===== config.mk =====
export PLATFORM = sky130hd
export DESIGN_NAME = recursive_mutex_wait_queue_flat
export DESIGN_NICKNAME = d
export VERILOG_FILES = /design/src/sv/rmwq_pkg.sv /design/src/sv/rmwq_req_if.sv /design/src/sv/rmwq_rsp_if.sv /design/src/sv/rmwq_fifo_mem.sv /design/src/sv/rmwq_ctrl.sv /design/src/sv/recursive_mutex_wait_queue.sv /design/src/flat_wrapper.sv
export SDC_FILE = /design/constraint.sdc
export NUM_CORES = 1
export LEC_CHECK = 0
export ABC_AREA = 1
export CORE_MARGIN = 1
export CORE_UTILIZATION = 49
export DETAILED_ROUTE_END_ITERATION = 8
export DONT_BUFFER_PORTS = 1
export GPL_ROUTABILITY_DRIVEN = 0
export HOLD_SLACK_MARGIN = 0.12
export PLACE_DENSITY = 0.71
export SYNTH_ARGS = -nofsm -noshare
export SYNTH_HDL_FRONTEND = slang
export SYNTH_SLANG_ARGS = --single-unit

===== constraint.sdc =====
create_clock -name clk -period 19.1 [get_ports clk]
set_input_delay 0.955 -clock clk [delete_from_list [all_inputs] [get_ports clk]]
set_output_delay 0.955 -clock clk [all_outputs]
set_load 0.02 [all_outputs]

===== src/sv/rmwq_pkg.sv =====
`timescale 1ns / 1ps
`default_nettype none

package rmwq_pkg;

    // Sizes of the queue and of the task map
    localparam int QUEUE_DEPTH = 16;
    localparam int NUM_TASKS   = 256;

    localparam int TASK_W  = 8;
    localparam int NEST_W  = 8;
    localparam int QPTR_W  = (QUEUE_DEPTH > 1) ? $clog2(QUEUE_DEPTH) : 1;
    localparam int QCNT_W  = $clog2(QUEUE_DEPTH + 1);
    localparam int MAP_W   = (NUM_TASKS > 1) ? $clog2(NUM_TASKS) : 1;

    localparam logic [NEST_W-1:0] NEST_MAX = '1;

    typedef enum logic [0:0] {
        KIND_ACQUIRE = 1'b0,
        KIND_RELEASE = 1'b1
    } kind_t;

    typedef enum logic [2:0] {
        ST_GRANTED        = 3'd0,
        ST_NESTED_GRANT   = 3'd1,
        ST_BLOCKED        = 3'd2,
        ST_RELEASED       = 3'd3,
        ST_NESTED_RELEASE = 3'd4,
        ST_NOT_HOLDER     = 3'd5,
        ST_QUEUE_ERR      = 3'd6,
        ST_OVERFLOW       = 3'd7
    } status_t;

    typedef enum logic [1:0] {
        S_CLEAR,
        S_IDLE,
        S_READ,
        S_EXEC
    } state_t;

    // Write port of the wait queue memory
    typedef struct packed {
        logic              en;
        logic [QPTR_W-1:0] addr;
        logic [TASK_W-1:0] data;
    } fifo_wr_t;

    // Read port of the wait queue memory
    typedef struct packed {
        logic              en;
        logic [QPTR_W-1:0] addr;
    } fifo_rd_t;

endpackage

`default_nettype wire


===== src/sv/rmwq_req_if.sv =====
`timescale 1ns / 1ps
`default_nettype none

interface rmwq_req_if
    import rmwq_pkg::*;
();
    logic              valid;
    logic              ready;
    logic              kind;
    logic [TASK_W-1:0] task_id;

    modport source (output valid, output kind, output task_id, input ready);
    modport sink   (input valid, input kind, input task_id, output ready);
endinterface

`default_nettype wire


===== src/sv/rmwq_rsp_if.sv =====
`timescale 1ns / 1ps
`default_nettype none

interface rmwq_rsp_if
    import rmwq_pkg::*;
();
    logic              valid;
    logic              ready;
    logic [2:0]        status;
    logic              woken_valid;
    logic [TASK_W-1:0] woken_task;
    logic [NEST_W-1:0] nest_level;

    modport source (output valid, output status, output woken_valid, output woken_task,
                    output nest_level, input ready);
    modport sink   (input valid, input status, input woken_valid, input woken_task,
                    input nest_level, output ready);
endinterface

`default_nettype wire


===== src/sv/rmwq_fifo_mem.sv =====
`timescale 1ns / 1ps
`default_nettype none

module rmwq_fifo_mem
    import rmwq_pkg::*;
(
    input  wire logic              clk,
    input  wire fifo_wr_t          wr,
    input  wire fifo_rd_t          rd,
    output logic [TASK_W-1:0]      rd_data
);

    logic [TASK_W-1:0] mem [QUEUE_DEPTH];
    logic [TASK_W-1:0] rd_data_reg;

    // Write one waiter id
    always_ff @(posedge clk)
    begin
        if (wr.en)
        begin
            mem[wr.addr] <= wr.data;
        end
    end

    // Registered read of the head entry
    always_ff @(posedge clk)
    begin
        if (rd.en)
        begin
            rd_data_reg <= mem[rd.addr];
        end
    end

    assign rd_data = rd_data_reg;

endmodule

`default_nettype wire


===== src/sv/rmwq_ctrl.sv =====
`timescale 1ns / 1ps
`default_nettype none

module rmwq_ctrl
    import rmwq_pkg::*;
(
    input  wire logic          clk,
    input  wire logic          rst_n,
    rmwq_req_if.sink           req,
    rmwq_rsp_if.source         rsp,
    output fifo_wr_t           fifo_wr,
    output fifo_rd_t           fifo_rd,
    input  wire logic [TASK_W-1:0] fifo_rd_data
);

    localparam logic [QPTR_W-1:0] PTR_LAST  = QPTR_W'(QUEUE_DEPTH - 1);
    localparam logic [QCNT_W-1:0] CNT_FULL  = QCNT_W'(QUEUE_DEPTH);
    localparam logic [TASK_W:0]   TASK_LIMIT = (TASK_W + 1)'(NUM_TASKS);
    localparam logic [MAP_W-1:0]  CLR_LAST  = MAP_W'(NUM_TASKS - 1);

    state_t state_reg, state_next;

    // Latched request
    logic              kind_reg;
    logic [TASK_W-1:0] tid_reg;

    // Lock and queue bookkeeping
    logic              holder_valid_reg, holder_valid_next;
    logic [TASK_W-1:0] holder_task_reg, holder_task_next;
    logic [NEST_W-1:0] nest_reg, nest_next;
    logic [QPTR_W-1:0] head_reg, head_next;
    logic [QPTR_W-1:0] tail_reg, tail_next;
    logic [QCNT_W-1:0] used_reg, used_next;

    // Per-task waiting map memory and its clearing pass
    logic              wait_map [NUM_TASKS];
    logic              map_hit_reg;
    logic [MAP_W-1:0]  clr_reg, clr_next;
    logic              clearing;
    logic              map_rd_en;
    logic              map_wr_en;
    logic [MAP_W-1:0]  map_wr_addr;
    logic              map_wr_data;

    // Response register
    logic              out_valid_reg, out_valid_next;
    logic [2:0]        out_status_reg, out_status_next;
    logic              out_wv_reg, out_wv_next;
    logic [TASK_W-1:0] out_wt_reg, out_wt_next;
    logic [NEST_W-1:0] out_nest_reg, out_nest_next;

    logic take;
    logic exec_go;
    logic is_holder;
    logic tid_in_map;
    logic wt_in_map;
    logic [MAP_W-1:0] tid_idx;
    logic [MAP_W-1:0] wt_idx;
    status_t status;
    logic push;
    logic pop;

    assign take       = req.valid && req.ready;
    assign is_holder  = holder_valid_reg && (holder_task_reg == tid_reg);
    assign tid_in_map = {1'b0, tid_reg} < TASK_LIMIT;
    assign wt_in_map  = {1'b0, fifo_rd_data} < TASK_LIMIT;
    assign tid_idx    = tid_reg[MAP_W-1:0];
    assign wt_idx     = fifo_rd_data[MAP_W-1:0];

    // Next state
    always_comb
    begin
        state_next = state_reg;
        unique case (state_reg)
            S_CLEAR:
            begin
                if (clr_reg == CLR_LAST)
                begin
                    state_next = S_IDLE;
                end
            end
            S_IDLE:
            begin
                if (take)
                begin
                    state_next = S_READ;
                end
            end
            S_READ:
            begin
                state_next = S_EXEC;
            end
            S_EXEC:
            begin
                if (exec_go)
                begin
                    state_next = S_IDLE;
                end
            end
            default:
            begin
                state_next = S_IDLE;
            end
        endcase
    end

    // State outputs
    always_comb
    begin
        req.ready    = 1'b0;
        fifo_rd.en   = 1'b0;
        fifo_rd.addr = head_reg;
        map_rd_en    = 1'b0;
        clearing     = 1'b0;
        exec_go      = 1'b0;
        unique case (state_reg)
            S_CLEAR:
            begin
                clearing = 1'b1;
            end
            S_IDLE:
            begin
                req.ready = 1'b1;
            end
            S_READ:
            begin
                fifo_rd.en = 1'b1;
                map_rd_en  = 1'b1;
            end
            S_EXEC:
            begin
                exec_go = !out_valid_reg || rsp.ready;
            end
            default:
            begin
                req.ready = 1'b0;
            end
        endcase
    end

    // Advance the clearing pass over the waiting map
    assign clr_next = clearing ? clr_reg + MAP_W'(1) : clr_reg;

    // Decide the request against the lock state
    always_comb
    begin
        status = ST_NOT_HOLDER;
        push   = 1'b0;
        pop    = 1'b0;
        holder_valid_next = holder_valid_reg;
        holder_task_next  = holder_task_reg;
        nest_next         = nest_reg;
        if (kind_reg == KIND_ACQUIRE)
        begin
            if (is_holder)
            begin
                if (nest_reg == NEST_MAX)
                begin
                    status = ST_OVERFLOW;
                end
                else
                begin
                    nest_next = nest_reg + NEST_W'(1);
                    status    = ST_NESTED_GRANT;
                end
            end
            else if (!holder_valid_reg)
            begin
                holder_valid_next = 1'b1;
                holder_task_next  = tid_reg;
                nest_next         = NEST_W'(1);
                status            = ST_GRANTED;
            end
            else if (!tid_in_map || map_hit_reg || used_reg == CNT_FULL)
            begin
                status = ST_QUEUE_ERR;
            end
            else
            begin
                push   = 1'b1;
                status = ST_BLOCKED;
            end
        end
        else
        begin
            if (!is_holder)
            begin
                status = ST_NOT_HOLDER;
            end
            else if (nest_reg > NEST_W'(1))
            begin
                nest_next = nest_reg - NEST_W'(1);
                status    = ST_NESTED_RELEASE;
            end
            else
            begin
                holder_valid_next = 1'b0;
                holder_task_next  = '0;
                nest_next         = '0;
                status            = ST_RELEASED;
                pop               = used_reg != '0;
            end
        end
    end

    // Queue pointers and response
    always_comb
    begin
        head_next      = head_reg;
        tail_next      = tail_reg;
        used_next      = used_reg;
        out_valid_next = out_valid_reg;
        out_status_next = out_status_reg;
        out_wv_next    = out_wv_reg;
        out_wt_next    = out_wt_reg;
        out_nest_next  = out_nest_reg;
        if (rsp.valid && rsp.ready)
        begin
            out_valid_next = 1'b0;
        end
        if (exec_go)
        begin
            if (push)
            begin
                tail_next = (tail_reg == PTR_LAST) ? '0 : tail_reg + QPTR_W'(1);
                used_next = used_reg + QCNT_W'(1);
            end
            if (pop)
            begin
                head_next = (head_reg == PTR_LAST) ? '0 : head_reg + QPTR_W'(1);
                used_next = used_reg - QCNT_W'(1);
            end
            out_valid_next  = 1'b1;
            out_status_next = status;
            out_wv_next     = pop;
            out_wt_next     = pop ? fifo_rd_data : '0;
            out_nest_next   = holder_valid_next ? nest_next : '0;
        end
    end

    // Mark a queued task, unmark a woken one, or clear after reset
    always_comb
    begin
        map_wr_en   = 1'b0;
        map_wr_addr = clr_reg;
        map_wr_data = 1'b0;
        if (clearing)
        begin
            map_wr_en = 1'b1;
        end
        else if (exec_go && push)
        begin
            map_wr_en   = 1'b1;
            map_wr_addr = tid_idx;
            map_wr_data = 1'b1;
        end
        else if (exec_go && pop && wt_in_map)
        begin
            map_wr_en   = 1'b1;
            map_wr_addr = wt_idx;
        end
    end

    // Write the waiting map
    always_ff @(posedge clk)
    begin
        if (map_wr_en)
        begin
            wait_map[map_wr_addr] <= map_wr_data;
        end
    end

    // Registered read of the requester's waiting bit
    always_ff @(posedge clk)
    begin
        if (map_rd_en)
        begin
            map_hit_reg <= wait_map[tid_idx];
        end
    end

    // Push the requester into the queue memory
    assign fifo_wr.en   = exec_go && push;
    assign fifo_wr.addr = tail_reg;
    assign fifo_wr.data = tid_reg;

    // Control registers
    always_ff @(posedge clk or negedge rst_n)
    begin
        if (!rst_n)
        begin
            state_reg        <= S_CLEAR;
            clr_reg          <= '0;
            holder_valid_reg <= 1'b0;
            holder_task_reg  <= '0;
            nest_reg         <= '0;
            head_reg         <= '0;
            tail_reg         <= '0;
            used_reg         <= '0;
            out_valid_reg    <= 1'b0;
        end
        else
        begin
            state_reg        <= state_next;
            clr_reg          <= clr_next;
            if (exec_go)
            begin
                holder_valid_reg <= holder_valid_next;
                holder_task_reg  <= holder_task_next;
                nest_reg         <= nest_next;
            end
            head_reg         <= head_next;
            tail_reg         <= tail_next;
            used_reg         <= used_next;
            out_valid_reg    <= out_valid_next;
        end
    end

    // Payload registers
    always_ff @(posedge clk)
    begin
        if (take)
        begin
            kind_reg <= req.kind;
            tid_reg  <= req.task_id;
        end
        out_status_reg <= out_status_next;
        out_wv_reg     <= out_wv_next;
        out_wt_reg     <= out_wt_next;
        out_nest_reg   <= out_nest_next;
    end

    assign rsp.valid       = out_valid_reg;
    assign rsp.status      = out_status_reg;
    assign rsp.woken_valid = out_wv_reg;
    assign rsp.woken_task  = out_wt_reg;
    assign rsp.nest_level  = out_nest_reg;

endmodule

`default_nettype wire


===== src/sv/recursive_mutex_wait_queue.sv =====
`timescale 1ns / 1ps
`default_nettype none
// Recursive mutex with a first-in first-out queue of waiting tasks.
// Channels: req (sink) carries kind (0 acquire, 1 release) and task_id;
// rsp (source) carries status, woken_valid, woken_task and nest_level.
// Every request gives exactly one response, in request order.
// Each request reads the head of the wait queue and its own waiting bit
// in the read state, then decides and writes back in the exec state, and
// only then is the next request taken, so no new request is accepted
// while one is still in flight.
// The response sits in an output register, so req.ready rises again while
// a response still waits; if rsp.ready stays low, the next request holds
// in its decide cycle until the response register is emptied.
// Reset (rst_n low, asynchronous) frees the lock, zeroes the nesting
// count and empties the queue at once; the per-task waiting map memory is
// then cleared one entry at a time, all NUM_TASKS (256) of them, with req.ready low.
// The queue memory itself is not cleared, as it is read only where written.
// Errors (not holder, queue full or already waiting, nesting overflow)
// are reported in status and leave the state unchanged.

module recursive_mutex_wait_queue
    import rmwq_pkg::*;
(
    input  wire logic  clk,
    input  wire logic  rst_n,
    rmwq_req_if.sink   req,
    rmwq_rsp_if.source rsp
);

    fifo_wr_t          fifo_wr;
    fifo_rd_t          fifo_rd;
    logic [TASK_W-1:0] fifo_rd_data;

    rmwq_fifo_mem u_fifo_mem (
        .clk     (clk),
        .wr      (fifo_wr),
        .rd      (fifo_rd),
        .rd_data (fifo_rd_data)
    );

    rmwq_ctrl u_ctrl (
        .clk          (clk),
        .rst_n        (rst_n),
        .req          (req),
        .rsp          (rsp),
        .fifo_wr      (fifo_wr),
        .fifo_rd      (fifo_rd),
        .fifo_rd_data (fifo_rd_data)
    );

    // Only one request in flight
    assert property (@(posedge clk) disable iff (!rst_n)
        (req.valid && req.ready) |=> !req.ready)
        else $error("request taken while another is in flight");

    // A woken task only comes with a final release
    assert property (@(posedge clk) disable iff (!rst_n)
        (rsp.valid && rsp.woken_valid) |-> (rsp.status == ST_RELEASED))
        else $error("woken task without final release");

    // A fresh grant starts at nesting level one
    assert property (@(posedge clk) disable iff (!rst_n)
        (rsp.valid && rsp.status == ST_GRANTED) |-> (rsp.nest_level == NEST_W'(1)))
        else $error("grant with wrong nesting level");

    // A final release leaves the lock free
    assert property (@(posedge clk) disable iff (!rst_n)
        (rsp.valid && rsp.status == ST_RELEASED) |-> (rsp.nest_level == '0))
        else $error("release left a nesting level");

endmodule

`default_nettype wire


===== src/flat_wrapper.sv =====
// flat-port wrapper written by rule: the top's interface ports become plain ports
module recursive_mutex_wait_queue_flat import rmwq_pkg::*;
  (clk, rst_n, req_valid, req_kind, req_task_id, req_ready, rsp_valid, rsp_status, rsp_woken_valid, rsp_woken_task, rsp_nest_level, rsp_ready);
  rmwq_req_if req_i ();
  rmwq_rsp_if rsp_i ();
  input  wire logic clk;
  input  wire logic rst_n;
  input wire logic [$bits(req_i.valid)-1:0] req_valid;
  input wire logic [$bits(req_i.kind)-1:0] req_kind;
  input wire logic [$bits(req_i.task_id)-1:0] req_task_id;
  output wire logic [$bits(req_i.ready)-1:0] req_ready;
  output wire logic [$bits(rsp_i.valid)-1:0] rsp_valid;
  output wire logic [$bits(rsp_i.status)-1:0] rsp_status;
  output wire logic [$bits(rsp_i.woken_valid)-1:0] rsp_woken_valid;
  output wire logic [$bits(rsp_i.woken_task)-1:0] rsp_woken_task;
  output wire logic [$bits(rsp_i.nest_level)-1:0] rsp_nest_level;
  input wire logic [$bits(rsp_i.ready)-1:0] rsp_ready;
  assign req_i.valid = req_valid;
  assign req_i.kind = req_kind;
  assign req_i.task_id = req_task_id;
  assign req_ready = req_i.ready;
  assign rsp_valid = rsp_i.valid;
  assign rsp_status = rsp_i.status;
  assign rsp_woken_valid = rsp_i.woken_valid;
  assign rsp_woken_task = rsp_i.woken_task;
  assign rsp_nest_level = rsp_i.nest_level;
  assign rsp_i.ready = rsp_ready;
  recursive_mutex_wait_queue u_core (.clk(clk), .rst_n(rst_n), .req(req_i), .rsp(rsp_i));
endmodule

After elaboration in Yosys (flattened, before gate mapping)
Memory sizes are Yosys's and may differ from the RTL's. A register that Yosys moved wholly into a read port is not among the register bits.
Cells that the tools add are included.
{ "classes": {"add_sub_neg": 7, "multipliers": 0, "div_mod_pow": 0, "magnitude_cmp": 1, "n_eq_ne": 16, "n_shift": 0, "mux": 54, "bitwise_logic": 0, "reduce_logical": 17} }
{ "ops": {"columns": ["op", "count"], "rows": [
  ["8-bit two-way mux", 14],
  ["1-bit two-way mux", 25],
  ["3-bit two-way mux", 7],
  ["8-bit by 1-bit adder with 8-bit output, second input constant", 2],
  ["8-bit == test, second input constant", 2],
  ["2-bit != test, second input constant", 6],
  ["5-bit two-way mux", 2],
  ["4-bit by 1-bit adder with 4-bit output, second input constant", 2],
  ["4-bit == test, second input constant", 2],
  ["8-bit == test", 1],
  ["8-bit by 1-bit > comparator with 1-bit output, second input constant", 1],
  ["4-bit two-way mux", 2],
  ["2-bit one-hot mux with 4 select lines", 1],
  ["8-bit by 1-bit subtractor with 8-bit output, second input constant", 1],
  ["2-bit two-way mux", 3],
  ["2-bit AND reduction", 3],
  ["5-bit by 1-bit adder with 5-bit output, second input constant", 1],
  ["5-bit == test, second input constant", 1],
  ["1-bit logical AND", 5],
  ["5-bit AND reduction", 1],
  ["5-bit nonzero test", 1],
  ["5-bit by 1-bit subtractor with 5-bit output, second input constant", 1],
  ["2-bit == test, second input constant", 2],
  ["2-bit nonzero test", 2],
  ["other kinds (6)", 7]
]} }
{ "word_totals": {"reg_bits": 70, "latchBits": 0, "ram_bits": 384, "mem_bits_ro": 0, "input_bits": 13, "out_inout_bits": 22, "wordCells": 112, "n_memories": 2} }
{ "memory_table": {"columns": ["memory", "depth", "word_bits", "read_ports", "rd_clocked_by_memory_dff", "write_ports", "line_no", "source"], "rows": [
  ["u_core.u_ctrl.wait_map", 256, 1, 1, 1, 1, "rmwq_ctrl.sv:36", "logic wait_map [NUM_TASKS];"],
  ["u_core.u_fifo_mem.mem", 16, 8, 1, 1, 1, "rmwq_fifo_mem.sv:13", "logic [TASK_W-1:0] mem [QUEUE_DEPTH];"]
]} }

Logic depth before layout (Yosys ltp)
{ "logic_depth": {"ltp_word": 11, "mapped_depth": 20, "ltp_nobuf": 18} }

Modules after synthesis
From an unflattened synthesis, not the netlist that was laid out.
{ "hier_totals": {"cells_unflattened": 2184, "hier_area_um2": 21778.4} }
{ "by_module_without_submodules": {"columns": ["module", "instances", "cells_per_inst", "area_per_inst_um2", "seq_area_each_um2"], "rows": [
  ["rmwq_ctrl", 1, 1633, 15931.5, 9614.2],
  ["rmwq_fifo_mem", 1, 551, 5846.9, 4083.9]
]} }

Worst setup path before layout
OpenSTA, ideal clock, no wires.
{ "synth_timing": {"kind": "input -> register", "start": "input port rsp_ready", "end": "memory u_core.u_ctrl.wait_map[236] (enable)", "setup_time_ns": 0.299, "arrival_time_ns": 8.646, "path_slack_ns": 10.156, "path_stages": 15, "path_cell_list": "inv_1 a21oi_1 nand2_1 nor2_1 nand3_4 nor2_1 nand2_1 inv_1 nor2_1 nand2_2 inv_1 nor2_4 nand3_2 buf_2 nor2_1"} }
{ "synth_via": {"elab_chain_cells": 8} }
{ "synth_rtl": {"columns": ["item", "line_no", "source"], "rows": [
  ["start: declaration", "flat_wrapper.sv:17", "input wire logic [$bits(rsp_i.ready)-1:0] rsp_ready;"],
  ["1-bit logical OR *", "rmwq_ctrl.sv:132", "exec_go = !out_valid_reg || rsp.ready;"],
  ["1-bit two-way mux *", "rmwq_ctrl.sv:116", "unique case (state_reg)"],
  ["1-bit logical AND", "rmwq_ctrl.sv:257", "else if (exec_go && pop && wt_in_map)"],
  ["1-bit two-way mux", "rmwq_ctrl.sv:257", null],
  ["1-bit two-way mux", "rmwq_ctrl.sv:251", "else if (exec_go && push)"],
  ["1-bit two-way mux", "rmwq_ctrl.sv:247", "if (clearing)"],
  ["1-bit two-way mux", "rmwq_ctrl.sv:267", "if (map_wr_en)"],
  ["1-bit two-way mux (implied by the code)", "rmwq_ctrl.sv:269", "wait_map[map_wr_addr] <= map_wr_data;"],
  ["end: declaration", "rmwq_ctrl.sv:36", null]
]} }
Every way passes the cells marked *; elsewhere a longest branch is shown, timed or not.

Worst setup path after layout
{ "layout_timing": {"start": "register u_core.u_ctrl.tid_reg[0], in the netlist u_core.u_ctrl.tid_idx[0]", "end": "memory u_core.u_ctrl.wait_map[165] (enable)"} }
{ "layout_via": {"elab_chain_cells": 10} }
{ "layout_rtl": {"columns": ["item", "line_no", "source"], "rows": [
  ["start: declaration", "rmwq_ctrl.sv:25", "logic [TASK_W-1:0] tid_reg;"],
  ["start signal: assignment", "rmwq_ctrl.sv:325", "tid_reg <= req.task_id;"],
  ["8-bit == test", "rmwq_ctrl.sv:64", "assign is_holder = holder_valid_reg && (holder_task_reg == tid_reg);"],
  ["1-bit logical AND", "rmwq_ctrl.sv:64", null],
  ["1-bit two-way mux", "rmwq_ctrl.sv:186", "if (!is_holder)"],
  ["1-bit two-way mux", "rmwq_ctrl.sv:153", "if (kind_reg == KIND_ACQUIRE)"],
  ["1-bit logical AND", "rmwq_ctrl.sv:257", null],
  ["1-bit two-way mux", "rmwq_ctrl.sv:257", null],
  ["1-bit two-way mux", "rmwq_ctrl.sv:251", null],
  ["1-bit two-way mux", "rmwq_ctrl.sv:247", null],
  ["1-bit two-way mux", "rmwq_ctrl.sv:267", null],
  ["1-bit two-way mux (implied by the code)", "rmwq_ctrl.sv:269", null]
]} }
Several ways; a longest one is shown, not always the timed one.

==> summary.txt <==
Global routing
  • Grt ovf: 0
  • Initial antenna violation count: 1
  • GR peak layer: met2
  • Vias in the first global route: 13778
  • M1 GR Usage: 31.6%
  • M2 GR Usage: 35.6%
  • Largest net degree at the start of global routing: 258
  • First-pass GRT wire length: 77.0 mm
  • Grt met3 use: 4.10%
  • Total track usage: 22.6%

Power
  • P_leak: 0.00788 uW
  • Overall power: 2850 uW
  • Peak supply drop: 0.0000815 V
  • PwrDens: 124 nW/um2

Min path
  • Hold Path Class: input pin to async pin

Critical path
  • CP max-delay cell: clkinv_2
  • Critical path arrival: 5090 ps
  • Worst Reg-to-Reg Cells: 18
  • R2r startpoint: u_core.u_ctrl.tid_idx[0]$_DFFE_PP_
  • Buffers and inverters on the worst path: 5
  • FF-to-FF setup slack: 14300 ps
  • Critical Path Sink Type: flop
  • CP Launch Type: flop
  • Setup CP Type: flop to flop
  • Critical path required time: 19390 ps
  • Worst-path fanout max: 257
  • Critical Path, Cell by Cell: buf_4 > clkinv_2 > nand2_1 > nand2_1 > nand2_1 > nor2_2 > nand2_2 > nand3_4 > nor2_4 > buf_12 > nand2_1 > inv_1 > nor2_1 > nand2_2 > nand2_1 > inv_1 > nand3_1 > nor2_1
  • CP delay by family, top: simple AND/OR/NAND/NOR gates
  • Reg-to-Reg End: u_core.u_ctrl.wait_map[165]$_DFFE_PP_
  • Cell repeated most along the worst path: nand2_1
  • Max incr delay on CP: 740 ps

Drt
  • DR pass1 iterations: 6
  • Residual DRC count: 0
  • WL per Instance: 19.7 um
  • Initial drt markers: 1860
  • Antenna-violating nets left: 0
  • Via-per-instance ratio: 5.85
  • Via count: 14841
  • Drt total wl: 49.9 mm

Die
  • Placement row count: 75
  • Area of the core: 42100 um2
  • Initial Util: 50.0%
  • Die width: 209 um
  • Die area: 43800 um2
  • Die height: 209 um
  • IO Pins: 35

Run status
  • Status: finished clean

Synthesis
  • Mean Syn Cell Area: 10.5 um2
  • Yosys warning count: 0
  • Share of the synthesized area in the top cell type: 60.2%
  • Largest cells by area after synthesis: edfxtp_1 60%, nor2_1 9.2%, dfrtp_1 4.9%
  • Sequential share of the synthesized area: 65.1%
  • Ys async rst share: 8.86%
  • Largest area contributor in the netlist: edfxtp_1
  • Top FF cell, synth: edfxtp_1
  • Library cells used by synthesis: 43
  • #FFs+latches synth: 463
  • Syn Nets: 2038
  • Cells after Synth: 2007
  • Number of enable flip-flop cells after synthesis: 422
  • Syn Std Cell Area: 21100 um2

CTS
  • CTS tree: built
  • CTS clk-pin slew, worst paths: 70 ps
  • CTS root buf: clkbuf_16
  • CTS max path bufs: 3
  • Post-CTS Hold Fix Bufs: 1
  • Post CTS Setup Buffer Count: 0
  • Clock sink count: 463
  • Post-CTS Resized: 0
  • Clk_lat worst skew: 600 ps
  • Num CTS Buffers: 48
  • H-tree levels: 2

STA
  • Slew Limit Headroom: 25.9%
  • Period utilization: 25.1%
  • Hold WS: 205 ps
  • Worst Skew: 30.1 ps
  • FMAX: 208 MHz
  • Final hold violations: 0
  • TNS Setup: 0 ps
  • Measured slew at the worst slew-check pin: 1110 ps
  • Unrepaired setup endpoints after global routing: no
  • Final Setup Violations: 0
  • Period minus WS final: 4800 ps
  • Slew Limit Fails: 0

Layout
  • Biggest regs: u_core.u_ctrl.wait_map x256, u_core.u_fifo_mem.mem x128
  • Ant. Diodes: 0
  • Most common cell after layout, fill and taps aside: nor2_1
  • Fin nets: 1987
  • Final cell count without fillers: 2535
  • Leading cell types in the layout, fill and taps excluded: 515 x nor2_1, 422 x edfxtp_1, 245 x nand2_1, 202 x o21ai_0, 101 x nand3_1
  • Largest Register: u_core.u_ctrl.wait_map
  • Layout cell share with drive strength beyond 1: 8.92%
  • Area growth from synthesis to layout: 9.44%
  • Max reg flops: 256

Placement
  • # port buffers: 0
  • Detailed Place HPWL: 28.5 mm
  • Placed cells: 2444

Job
  • Max-Cap Viols: 0
-- kinds of logic after synthesis --
family	after synthesis	synth area share, %
multiplexers	13	0.618
adder cells (fa/ha/maj)	18	1.11
XOR/XNOR	17	0.707
buffers and inverters	220	4.28
flip-flops	463	65.1
AO/OA/AOI/OAI	339	9.31
AND/OR/NAND/NOR	937	18.9
-- Yosys cell counts, types with 4 or more instances --
cell type	count
mux2i_1	13
inv_1	85
a21oi_1	23
o32ai_1	19
xor2_1	13
nand2_1	245
nand4_1	6
nand3_2	12
o221ai_1	14
ha_1	17
edfxtp_1	422
clkbuf_1	66
buf_4	4
nand2_2	23
or2_2	4
nand3_1	101
nor2_1	516
o22ai_1	64
dfrtp_1	41
a31oi_1	6
nor3_1	9
buf_2	34
o21ai_0	202
xnor2_1	4
inv_2	13
buf_1	12
nor2_4	14
-- routing by layer --
metal  vias to the layer above  part of all wire (%)
met3                       109                   8.8
met5                         -                 0.020
met1                      7217                    42
met2                       669                    46
li1                       6844                     -
met4                         2                   3.0
-- per-stage QoR --
stage	util, %	area, um2	setup WS [ps]
after global placement	50.7	21400	14300
after detailed placement	50.7	21400	14130
after global routing	54.7	23000	13630
final	54.7	23000	14300
after floorplan	-	21100	10160
after CTS	54.7	23000	14160
-- final cells by class --
type	instances	area, um2
Multi-Input combinational cell	1324	6470
Fill cell	3599	19100
Clock buffer	56	1290
Sequential cell	463	13700
Timing Repair Buffer	17	160
Inverter	102	387
Clock inverter	34	354
Tap cell	539	674
-- worst max-delay path by stage --
stage / start / cells after the start / to
finish: u_core.u_ctrl.tid_idx[0]$_DFFE_PP_ / 18 / u_core.u_ctrl.wait_map[165]$_DFFE_PP_
global route: u_core.u_ctrl.tid_idx[0]$_DFFE_PP_ / 18 / u_core.u_ctrl.wait_map[117]$_DFFE_PP_
CTS: u_core.u_ctrl.tid_idx[0]$_DFFE_PP_ / 18 / u_core.u_ctrl.wait_map[165]$_DFFE_PP_
detailed placement: u_core.u_ctrl.tid_idx[0]$_DFFE_PP_ / 18 / u_core.u_ctrl.wait_map[165]$_DFFE_PP_
global placement: u_core.u_ctrl.tid_idx[0]$_DFFE_PP_ / 18 / u_core.u_ctrl.wait_map[165]$_DFFE_PP_
floorplan: rsp_ready / 15 / u_core.u_ctrl.wait_map[236]$_DFFE_PP_
-- report_power, final --
part           switching, uW  internal (uW)
registers               72.5           1200
logic                    462            145
clock network            405            569
total                    940           1910
-- worst register-to-register path: cells and delay by family (launching register included) --
| family | cells | cell delay [ps] |
|---|---|---|
| and+or+nand+nor | 13 | 2240 |
| buffers and inverters | 5 | 1950 |
| DFF | 1 | 320 |
Note: power is estimated with default switching activity, not from simulation.
